$ cat src/rtl/egas_ram.sv
// ----------------------------------------------------------------------------
// egas_ram
// Generic single-port RAM with registered read.
// ----------------------------------------------------------------------------
module egas_ram #(
  parameter int WIDTH = 8,
  parameter int DEPTH = 16
) (
  input  logic                     clk,
  input  logic                     we,
  input  logic [$clog2(DEPTH)-1:0] addr,
  input  logic [WIDTH-1:0]         wdata,
  output logic [WIDTH-1:0]         rdata
);

  logic [WIDTH-1:0] mem [DEPTH];

  always_ff @(posedge clk) begin
    if (we) begin
      mem[addr] <= wdata;
    end
    rdata <= mem[addr];
  end

endmodule

$ cat config.mk
export PLATFORM = sky130hd
export DESIGN_NAME = egas_ram
export DESIGN_NICKNAME = d
export VERILOG_FILES = /design/src/rtl/egas_ram.sv
export SDC_FILE = /design/constraint.sdc
export NUM_CORES = 1
export LEC_CHECK = 0
export BUFFER_PORTS_ARGS = -buffer_cell sky130_fd_sc_hd__buf_2
export CORE_AREA = 3 3 108 110
export CTS_CLUSTER_DIAMETER = 30
export CTS_CLUSTER_SIZE = 8
export DETAILED_ROUTE_END_ITERATION = 12
export DIE_AREA = 0 0 111 113
export PLACE_DENSITY = 0.63
export SYNTH_ARGS = -nofsm -noshare
export SYNTH_HDL_FRONTEND = slang
export SYNTH_SLANG_ARGS = --single-unit
export TNS_END_PERCENT = 10
$ cat constraint.sdc
create_clock -name clk -period 3.95 [get_ports clk]
set_input_delay 0.5925 -clock clk [delete_from_list [all_inputs] [get_ports clk]]
set_output_delay 0.5925 -clock clk [all_outputs]
set_load 0.005 [all_outputs]
==> out/results.txt <==
Outcome: finished, final reports clean
Minimum hold slack: 0.452 ns
Critical path class: in -> reg
Ys Warns: 0
Fin. max-slew vios: 0
Vias in the first global route: 2542
Required time worst endpoint: 4.08 ns
RD Place Congestion: 0.737
Seq cells post-synth: 136
Mapped Cells: 230
Vert. Die Dim: 113 um
PortBufs: 21
Launching point of the worst reg2reg path: mem[3][1]
CP arrival: 2.34 ns
Fin nets: 279
Slew HR: 34.0%
Initial Util: 47.0%
Pint: 0.00263 W
Hold path depth: 1
Register share of total power: 50.1%
Crit path max fanout: 39
Gr ovfl total: 0
MaxCap Viol Count: 0
VDD IR-drop max: 0.000282 V
Antenna viol nets, final: 0
CTS tree: done
Clk buf depth: 2
Pin count of the biggest net entering global routing: 40
DP HPWL: 6.00 mm
Area grow syn2layout: 16.4%
Initial DRT Pass Iterations: 5
Clock Latency Late Sink: 0.52 ns
Synthesized cell area: 0.00507 mm^2
Final Hold Viols: 0
Clock Skew: 0.0127 ns
Clock share of power: 45.6%
Wirelength per Cell: 23.2 um
Power, Total: 0.00324 W
Fillcell total: 815
# setup viols final: 0
Hold path startpoint: wdata[5]
Wire length of the first global-routing pass: 15.2 mm
Post-layout minimum cycle time: 2.20 ns
Post-CTS Resized: 0
Detailed Route WL: 9.69 mm
Vias: 2337
CP startpoint kind: input pin
Vias per inst: 5.59
RSZ-0062 raised after global routing: no
Clock Pin Slew Worst Setup and Hold Paths: 0.06 ns
Worst-Margin Slew: 0.987 ns
CTS Buf Count: 17
Commonest non-fill, non-tap cell in the layout: edfxtp_1
Hold Path End: mem[2][5]
H-tree depth: 4
Initial antenna violation count: 0
Worst r2r dst: rdata[1]
Sequential area share after synthesis: 79.0%
Fmax: 0.454 GHz
Syn Area/Cell: 22.0 um^2
Tcrit/Tclk final: 55.8%
Setup total negative slack: 0 ns
# hold bufs at CTS: 0
Die ar.: 0.0125 mm^2
Clock Sinks: 136
Post-synth net total: 244
IO Pins: 22
Worst r2r path cells: 3
# DRC: 0
Setup Fix Bufs, Post-CTS: 0
PwrDens: 549 mW/mm^2
Crit path capture type: flip-flop
Count of distinct cell types in the synthesized netlist: 18
Tightest Hold Check Type: in -> reg
Die width: 111 um
Share of cells above drive strength 1: 30.9%
Leakage: 1.93 nW
Sw Share: 19.0%
Antenna Cells: 0
Gate power share: 4.3%
Sw Pwr: 0.000615 W
Gr usage total: 17.2%
Core area: 0.0108 mm^2
R2R Setup Slk: 2.55 ns
Most frequent cells in the layout: edfxtp_1 (128), mux4_2 (32), buf_2 (21)
Initial DRC count: 186
Row cnt: 38
Clock Root Buffer: clkbuf_8
power groups by stage:
| stage | clock network, W | registers [W] | logic (W) |
|---|---|---|---|
| after CTS | 0.00150 | 0.00162 | 0.000144 |
| after global placement | 0 | 0.00165 | 0.000142 |
| after detailed placement | 0 | 0.00165 | 0.000144 |
| after global routing | 0.00157 | 0.00163 | 0.000155 |
| after floorplan | 0 | 0.00165 | 0.0000831 |
| final | 0.00148 | 0.00162 | 0.000141 |
kinds of logic (layout without fill, tap and decap cells):
| family | count (synthesis) | after routing | synth area share [%] |
|---|---|---|---|
| AND/OR/NAND/NOR | 35 | 35 | 3.21 |
| multiplexers | 32 | 32 | 14.2 |
| flip-flops | 136 | 136 | 79.0 |
| buffers and inverters | 11 | 59 | 1.19 |
| AO/OA/AOI/OAI | 16 | 16 | 2.37 |
worst max-delay path: stages:
cell	delay [ns]
buf_2	0.69
nand2b_1	0.23
nor2_1	0.80
worst max path at each step:
stage	start	to	slack, ns	cells past startpoint
after floorplan	addr[2]	mem[0][0]	1.86	2
after global placement	addr[0]	mem[13][4]	1.19	3
after detailed placement	addr[0]	mem[13][4]	1.15	3
after CTS	addr[0]	mem[13][6]	1.71	3
after global routing	addr[0]	mem[13][4]	1.58	3
final	addr[1]	mem[14][4]	1.75	3
per-stage QoR:
step                setup WS, ns  std cells  utilization, %  cell area, um^2
floorplan                   1.86        230               -             5070
global placement            1.19        386            49.4             5330
detailed placement          1.15        386            49.4             5330
CTS                         1.71        418            54.7             5900
global route                1.58        418            54.7             5900
finish                      1.75        418            54.7             5900
cell usage after synthesis, drive strengths merged:
library cell,number,area share [%]
buf,8,0.94
nand3b,2,0.30
a22oi,16,2.4
or3b,1,0.17
dfxtp,8,3.2
nor2,13,0.96
clkbuf,3,0.25
nor2b,2,0.25
nand2,9,0.67
nand2b,2,0.25
edfxtp,128,76
and2,1,0.12
nor3,4,0.40
nand3,1,0.099
mux4,32,14
cell type report:
cell class | count | area [um^2] | area share [%]
repair buffers | 27 | 150 | 2.54
clock inverters | 2 | 35.0 | 0.594
multi-input cells | 83 | 1000 | 17.0
well taps | 140 | 175 | 2.97
clock buffers | 30 | 533 | 9.03
flip-flops and latches | 136 | 4000 | 67.9
sequential cells by signal, indices dropped and copies added, names as in the netlist:
name and cells:
rdata 8, mem 128
routing by layer:
layer	wire (um)	share of wire (%)	vias up	global-route usage [%]
met5	0	0	-	0
met4	197	2.0	0	8.78
met3	512	5.3	14	4.81
met2	4890	50	75	26.9
met1	4090	42	1210	22.4
li1	-	-	1038	-
(Power assumes the default switching activity.)
