<file path="config.mk">
export PLATFORM = sky130hd
export DESIGN_NAME = egas_div
export DESIGN_NICKNAME = d
export VERILOG_FILES = /design/src/rtl/egas_pkg.sv /design/src/rtl/egas_div.sv
export SDC_FILE = /design/constraint.sdc
export NUM_CORES = 1
export LEC_CHECK = 0
export ABC_AREA = 1
export BUFFER_PORTS_ARGS = -buffer_cell sky130_fd_sc_hd__buf_2
export CAP_MARGIN = 0
export CORE_UTILIZATION = 36
export CTS_CLUSTER_SIZE = 14
export DETAILED_ROUTE_END_ITERATION = 7
export GPL_ROUTABILITY_DRIVEN = 0
export HOLD_SLACK_MARGIN = 0.08
export PLACE_DENSITY = 0.61
export SLEW_MARGIN = 40
export SYNTH_ARGS = -nofsm -noshare
export SYNTH_HDL_FRONTEND = slang
export SYNTH_SLANG_ARGS = --single-unit
export TNS_END_PERCENT = 30
</file>
<file path="constraint.sdc">
create_clock -name clk -period 3.55 [get_ports clk]
set_input_delay 0.355 -clock clk [delete_from_list [all_inputs] [get_ports clk]]
set_output_delay 0.355 -clock clk [all_outputs]
set_load 0.05 [all_outputs]
</file>
<file path="src/rtl/egas_pkg.sv">
// ----------------------------------------------------------------------------
// egas_pkg
// Shared types and constants for the electron gas basis / two-body block.
// ----------------------------------------------------------------------------
package egas_pkg;

  localparam int CMD_W = 2;
  localparam int IDX_W = 9;
  localparam int CNT_W = 10;
  localparam int E_W   = 38;
  localparam int TB_W  = 50;
  localparam int CFG_W = 32;
  localparam int NX_W  = 5;  // signed lattice coordinate
  localparam int SH_W  = 11; // shell value
  localparam int ENT_W = SH_W + 2 * NX_W + 1;

  typedef enum logic [CMD_W-1:0] {
    CMD_BUILD = 2'd0,
    CMD_ONE   = 2'd1,
    CMD_TWO   = 2'd2,
    CMD_NONE  = 2'd3
  } cmd_t;

  typedef enum logic [1:0] {
    REG_SHELL = 2'd0,
    REG_INVV  = 2'd1,
    REG_ESCL  = 2'd2
  } reg_idx_t;

  typedef struct packed {
    logic [SH_W-1:0]        e;
    logic signed [NX_W-1:0] nx;
    logic signed [NX_W-1:0] ny;
    logic                   spin;
  } entry_t;

  // divider request / reply
  typedef struct packed {
    logic        start;
    logic [47:0] num;
    logic [11:0] den;
  } div_req_t;

  typedef struct packed {
    logic        done;
    logic [47:0] quo;
  } div_rsp_t;

endpackage

</file>
<file path="src/rtl/egas_div.sv">
// ----------------------------------------------------------------------------
// egas_div
// Restoring divider, one quotient bit per cycle.
// ----------------------------------------------------------------------------
module egas_div (
  input  logic               clk,
  input  logic               rst_n,
  input  egas_pkg::div_req_t req,
  output egas_pkg::div_rsp_t rsp
);

  logic [47:0] quo_r, quo_nxt;
  logic [12:0] rem_r, rem_nxt;
  logic [11:0] den_r, den_nxt;
  logic [5:0]  cnt_r, cnt_nxt;
  logic        busy_r, busy_nxt;
  logic        done_r, done_nxt;
  logic [12:0] sh;

  always_comb begin
    quo_nxt  = quo_r;
    rem_nxt  = rem_r;
    den_nxt  = den_r;
    cnt_nxt  = cnt_r;
    busy_nxt = busy_r;
    done_nxt = 1'b0;
    sh       = {rem_r[11:0], quo_r[47]};
    if (req.start) begin
      quo_nxt  = req.num;
      rem_nxt  = '0;
      den_nxt  = req.den;
      cnt_nxt  = 6'd0;
      busy_nxt = 1'b1;
    end else if (busy_r) begin
      if (sh >= {1'b0, den_r}) begin
        rem_nxt = sh - {1'b0, den_r};
        quo_nxt = {quo_r[46:0], 1'b1};
      end else begin
        rem_nxt = sh;
        quo_nxt = {quo_r[46:0], 1'b0};
      end
      cnt_nxt = cnt_r + 6'd1;
      if (cnt_r == 6'd47) begin
        busy_nxt = 1'b0;
        done_nxt = 1'b1;
      end
    end
  end

  always_ff @(posedge clk) begin
    if (!rst_n) begin
      busy_r <= 1'b0;
      done_r <= 1'b0;
      cnt_r  <= '0;
    end else begin
      busy_r <= busy_nxt;
      done_r <= done_nxt;
      cnt_r  <= cnt_nxt;
    end
    quo_r <= quo_nxt;
    rem_r <= rem_nxt;
    den_r <= den_nxt;
  end

  assign rsp.done = done_r;
  assign rsp.quo  = quo_r;

endmodule

</file>
==> results.sh, run 1 <==
export IMPL_status="complete, no violations"
export IMPL_syn_avg_cell_area_um2=8.24
export IMPL_drtPass1Iterations=4
export IMPL_dp_hpwl_mm=7.30
export IMPL_regArea_mm2=0.00220
export IMPL_worst_setup_path_type="flop to flop"
export IMPL_setup_violations_final=0
export IMPL_ir_worst_vdd_v=0.000267
export IMPL_drive_gt1_share_pct=24.2
export IMPL_n_antenna_cell=0
export IMPL_ant_nets=0
export IMPL_reg2reg_depth=9
export IMPL_grt_remaining_overflow=0
export IMPL_synth_fp_nets=575
export IMPL_postSynthCellCount=498
export IMPL_start_util_pct=37.3
export IMPL_period_minus_slack_ns=2.31
export IMPL_fin_nets=684
export IMPL_preCtsSetupSlack_ns=1.27
export IMPL_fmax_ghz=0.432
export IMPL_root_buffer="clkbuf_16"
export IMPL_ctsHtreeMaxLevel=3
export IMPL_detail_route_vias_per_cell=4.73
export IMPL_synth_edf_count=60
export IMPL_r2r_slack_ns=1.24
export IMPL_worstHoldEndpoint="den_r[4]"
export IMPL_power_density_mw_per_mm2=507
export IMPL_cts_resized=0
export IMPL_antenna_found_initial=0
export IMPL_port_buffers=111
export IMPL_async_reset_ff_share_pct=0
export IMPL_clk_path_buf_depth=2
export IMPL_tightest_slew_ns=0.704
export IMPL_drc=0
export IMPL_tns_ns=0
export IMPL_synth_area_mm2=0.00410
export IMPL_worstPathRequired_ns=3.65
export IMPL_grt_usage_pct=18.3
export IMPL_cts_setup_buffers=0
export IMPL_r2r_start="rem_r[5]"
export IMPL_maxCapViolCount=0
export IMPL_period_share_pct=65.2
export IMPL_ys_seq_elements=80
export IMPL_synthFlopType="edfxtp_1"
export IMPL_grt_pass1_vias=3476
export IMPL_die_h_um=109
export IMPL_hold_depth=1
export IMPL_wire_per_inst_um=13.3
export IMPL_path_clk_slew_ns=0.06
export IMPL_num_rows=38
export IMPL_multiInputGateArea_mm2=0.00160
export IMPL_clock_sinks=80
export IMPL_grt_first_pass_wirelength_mm=16.5
export IMPL_synth_warnings=0
export IMPL_routed_wl_mm=10.0
export IMPL_dieArea_mm2=0.0118
export IMPL_cts_tree="built"
export IMPL_clk_latency_ns=0.34
export IMPL_grt_max_degree=64
export IMPL_ioPinCount=112
export IMPL_dr_total_vias=3559
export IMPL_cellLeakagePower_uw=0.00260
export IMPL_min_path_type="input pin to flop"
export IMPL_fillers=1093
export IMPL_worstReg2RegEnd="quo_r[0]"
export IMPL_end_kind="flop"
export IMPL_crit_arrival_ns=2.41
export IMPL_cp_start_kind="flop"
export IMPL_drv_slew=0
export IMPL_setup_ws_ns=1.24
export IMPL_cts_buffers=9
export IMPL_cts_hold_fix_buffers=0
export IMPL_holdCritStartpoint="req[4]"
export IMPL_synth_cell_types=29
export IMPL_finalClockSkew_ns=0.00574
export IMPL_hold_viol=0
export IMPL_core_mm2=0.0110
export IMPL_drtIter0Drc=159
export IMPL_rsz0062_at_grt="no"
export IMPL_slew_headroom_pct=53.1
export IMPL_syn_to_final_growth_pct=24.4
export IMPL_yosysSeqAreaShare_pct=53.7
export IMPL_die_w_um=109
export IMPL_crit_path_max_fanout=14
## power breakdown
part           internal, uW  total [uW]  switching [uW]
Combinational           119         473             353
Clock                   603         978             375
Sequential             1090        1140            41.3
Total                  1820        2590             770
## final cells by class
type / instances / area share, %
inverter: 57 / 4.19
clock inverter: 5 / 1.03
timing repair buffer: 116 / 11.6
sequential: 80 / 43.2
multi-input combinational: 343 / 31.4
tap: 140 / 3.43
clock buffer: 11 / 5.17
## how the worst max path moves through the flow
stage | end | startpoint | slack (ns)
3_3_place_gp | quo_r[0] | den_r[8] | 1.30
2_1_floorplan | rem_r[6] | quo_r[47] | 1.45
6_report | quo_r[0] | rem_r[5] | 1.24
4_1_cts | rem_r[2] | den_r[6] | 1.26
3_5_place_dp | quo_r[0] | den_r[6] | 1.27
5_1_grt | rem_r[2] | den_r[7] | 0.97
## placed cells by master (no fill, tap or decap), types with 6 or more instances in the layout
master and count:
buf_2 111, nand2_1 235, dfxtp_1 20, a21oi_1 6, nand3_1 24, edfxtp_1 60
clkbuf_16 10, nor3_1 6, nor2_1 17, nand4_1 14, ha_1 13, inv_1 54
## logic make-up after synthesis
kind of cell / count (synthesis) / share of synthesized area (%)
AND/OR/NAND/NOR: 309 / 31.4
adder cells (fa/ha/maj): 14 / 4.45
XOR/XNOR: 5 / 1.07
buffers and inverters: 75 / 7.32
flip-flops: 80 / 53.7
AO/OA/AOI/OAI: 15 / 2.07
## cells in the mapped netlist (2+ instances only)
cell type / count / area [um2]
inv_1: 55 / 206
ha_1: 13 / 163
edfxtp_1: 60 / 1800
nand2_2: 3 / 18.8
xnor2_1: 4 / 35.0
inv_2: 2 / 7.51
nand3_2: 5 / 50.1
nand3_1: 24 / 120
clkbuf_1: 8 / 30.0
dfxtp_1: 20 / 400
nor2_2: 2 / 12.5
nand4_1: 14 / 87.6
nor3_1: 6 / 30.0
buf_2: 6 / 30.0
o21ai_0: 5 / 25.0
nand2_1: 235 / 882
nor2_1: 18 / 67.6
a21oi_1: 6 / 30.0
buf_1: 2 / 7.51
## stage by stage
stage	cell area [um2]	utilization, %	power [uW]	hold WS (ns)	std cells
after floorplan	4100	-	1490	0.448	498
after global placement	4780	43.6	1630	0.464	736
after CTS	5100	46.4	2610	0.175	752
final	5100	46.5	2590	0.190	752
after global routing	5100	46.5	2690	0.183	752
after detailed placement	4780	43.6	1630	0.464	736
## sequential cells by signal, indices dropped and copies added (netlist names)
| signal | cells |
|---|---|
| den_r | 12 |
| busy_r | 1 |
| rem_r | 12 |
| done_r | 1 |
| quo_r | 48 |
| cnt_r | 6 |
## critical path, cell delays in order, from the launching register on
cell and delay [ns]:
dfxtp_1 0.34, ha_1 0.38, nand2_1 0.09, nand2_1 0.07
nand2_1 0.06, nand2_1 0.07, a21oi_2 0.46, nand3_2 0.39
nand2_1 0.14, nand2_1 0.06
## metal layers
| metal | track usage [%] | vias up | part of all wire (%) | wire, um |
|---|---|---|---|---|
| li1 | - | 1805 | - | - |
| met1 | 23.9 | 1617 | 46 | 4570 |
| met2 | 28.3 | 121 | 45 | 4510 |
| met3 | 4.06 | 16 | 7.4 | 737 |
| met4 | 9.75 | 0 | 2.0 | 202 |
| met5 | 0 | - | 0 | 0 |
No activity file was read; power rests on OpenSTA's default activity.
==> inputs of run 2 (changes only) <==
==> constraint.sdc (replaced) <==
create_clock -name clk -period 2.16 [get_ports clk]
set_input_delay 0.216 -clock clk [delete_from_list [all_inputs] [get_ports clk]]
set_output_delay 0.216 -clock clk [all_outputs]
set_load 0.05 [all_outputs]
==> run 2 against run 1 <==
Via count increased by 0.67%. Die area unchanged. Sequential power grew 63%. Total power increased by 57%. Routed wire length is 0.72% lower. Hold slack got worse by 0.061 ns. First-iteration DRC count down 11%. Design area increased by 2.6%. Critical path type unchanged. Critical endpoint is now rem_r[6]. Highest routed layer unchanged.
==> results.sh, run 2 (synthesized netlist as in run 1, its figures left out) <==
export IMPL_period_minus_slack_ns=1.91
export IMPL_fillers=1095
export IMPL_finalClockSkew_ns=0.00518
export IMPL_cts_setup_buffers=0
export IMPL_tns_ns=0
export IMPL_status="complete, no violations"
export IMPL_regArea_mm2=0.00220
export IMPL_grt_pass1_vias=3493
export IMPL_cts_tree="built"
export IMPL_worstReg2RegEnd="rem_r[6]"
export IMPL_maxCapViolCount=0
export IMPL_syn_to_final_growth_pct=27.6
export IMPL_fin_nets=703
export IMPL_grt_remaining_overflow=0
export IMPL_root_buffer="clkbuf_16"
export IMPL_ctsHtreeMaxLevel=3
export IMPL_r2r_start="quo_r[47]"
export IMPL_ant_nets=0
export IMPL_detail_route_vias_per_cell=4.65
export IMPL_end_kind="flop"
export IMPL_hold_viol=0
export IMPL_rsz0062_at_grt="no"
export IMPL_cp_start_kind="flop"
export IMPL_final_area_mm2=0.00524
export IMPL_drtPass1Iterations=4
export IMPL_path_clk_slew_ns=0.06
export IMPL_dr_total_vias=3583
export IMPL_top_register="quo_r"
export IMPL_multiInputGateArea_mm2=0.00160
export IMPL_r2r_slack_ns=0.25
export IMPL_dieArea_mm2=0.0118
export IMPL_fin_util_pct=47.7
export IMPL_dp_hpwl_mm=7.27
export IMPL_worstPathRequired_ns=2.40
export IMPL_stdcell_count=771
export IMPL_core_mm2=0.0110
export IMPL_wire_per_inst_um=12.9
export IMPL_crit_path_max_fanout=3
export IMPL_reg2reg_depth=11
export IMPL_final_common_cell="nand2_1"
export IMPL_clock_sinks=80
export IMPL_die_h_um=109
export IMPL_numPlacedInstances=743
export IMPL_cts_buffers=9
export IMPL_start_util_pct=37.3
export IMPL_grt_max_degree=45
export IMPL_hold_depth=3
export IMPL_drv_slew=0
export IMPL_critical_path_cell_chain="inv_1 > ha_1 > fa_1 > inv_1 > nand3_1 > nand3_1 > nand2_1 > a21boi_0 > o21ai_0 > nand3_1 > nand2_1"
export IMPL_clk_path_buf_depth=2
export IMPL_antenna_found_initial=0
export IMPL_power_density_mw_per_mm2=775
export IMPL_cp_startpoint="quo_r[47]"
export IMPL_clk_latency_ns=0.34
export IMPL_crit_arrival_ns=2.15
export IMPL_slowest_delay_ns=0.41
export IMPL_holdCritStartpoint="rst_n"
export IMPL_num_rows=38
export IMPL_top_regs="quo_r x48, den_r x12, rem_r x12"
export IMPL_grt_usage_pct=18.3
export IMPL_routed_wl_mm=9.95
export IMPL_worstHoldEndpoint="busy_r"
export IMPL_min_path_type="input pin to flop"
export IMPL_cp_common_cell="nand3_1"
export IMPL_largest_reg_flops=48
export IMPL_setup_violations_final=0
export IMPL_crit_slowest_cell="fa_1"
export IMPL_ioPinCount=112
export IMPL_port_buffers=111
export IMPL_drtIter0Drc=141
export IMPL_worst_setup_path_type="flop to flop"
export IMPL_cellLeakagePower_uw=0.00266
export IMPL_slew_headroom_pct=72.8
export IMPL_n_antenna_cell=0
export IMPL_place_area_mm2=0.00485
export IMPL_final_cell_mix="nand2_1 (235), buf_2 (111), edfxtp_1 (60)"
export IMPL_period_share_pct=88.3
export IMPL_drc=0
export IMPL_ir_worst_vdd_v=0.000392
export IMPL_grt_first_pass_wirelength_mm=16.4
export IMPL_fmax_ghz=0.524
export IMPL_tightest_slew_ns=0.408
export IMPL_drive_gt1_share_pct=23.8
export IMPL_die_w_um=109
run 2: cell types whose count changed in the layout (fill, tap and decap cells not counted), moves of 2 or more:
| cell | delta |
|---|---|
| clkinv_4 | +2 |
| buf_4 | +6 |
| clkinv_2 | -3 |
| dlygate4sd3_1 | +12 |
| clkbuf_1 | +3 |
run 2: repair_timing:
action,4_1_cts,5_1_grt
endpoints found under the hold margin,12,0
hold buffers,12,0
resized for setup,0,0
run 2: worst max-delay path by stage:
stage                     endpoint  cells past startpoint
after CTS                 rem_r[6]                     11
after detailed placement  rem_r[6]                     11
after global placement    rem_r[6]                     12
final                     rem_r[6]                     11
after floorplan           rem_r[6]                     11
after global routing      rem_r[6]                     11
run 2: metrics by stage:
stage | hold WS [ns] | power [uW] | setup WS (ns)
finish | 0.129 | 4060 | 0.253
global route | 0.136 | 4230 | 0.0283
CTS | 0.119 | 4110 | 0.281
detailed placement | 0.395 | 2680 | 0.293
global placement | 0.392 | 2670 | 0.341
floorplan | 0.315 | 2440 | 0.0595
run 2: layout make-up:
type                       instances  area share (%)
tap                              140            3.35
inverter                          57            4.09
timing repair buffer             135            14.9
multi-input combinational        343            30.5
clock inverter                     4           0.574
sequential                        80            42.1
clock buffer                      12            4.52
run 2: critical path: cells and delay by family, from the launching register on:
kind | cells | cell delay (ns)
AOI/OAI and AO/OA | 2 | 0.24
buffers and inverters | 2 | 0.16
DFF | 1 | 0.35
adders and majority gates | 2 | 0.63
and+or+nand+nor | 5 | 0.41
run 2: metal layers:
metal / GRT usage [%] / part of all wire, % / up-vias
met5: 0 / 0 / -
li1: - / - / 1838
met3: 6.99 / 6.7 / 11
met2: 29.4 / 47 / 105
met4: 5.41 / 1.0 / 0
met1: 22.7 / 46 / 1629
run 2: where the power goes:
group / switching (uW) / total, uW / internal (uW) / leakage, uW
Sequential: 62.0 / 1860 / 1800 / 0.000772
Clock: 614 / 1400 / 784 / 0.000129
Combinational: 584 / 800 / 216 / 0.00176
Total: 1260 / 4060 / 2800 / 0.00266
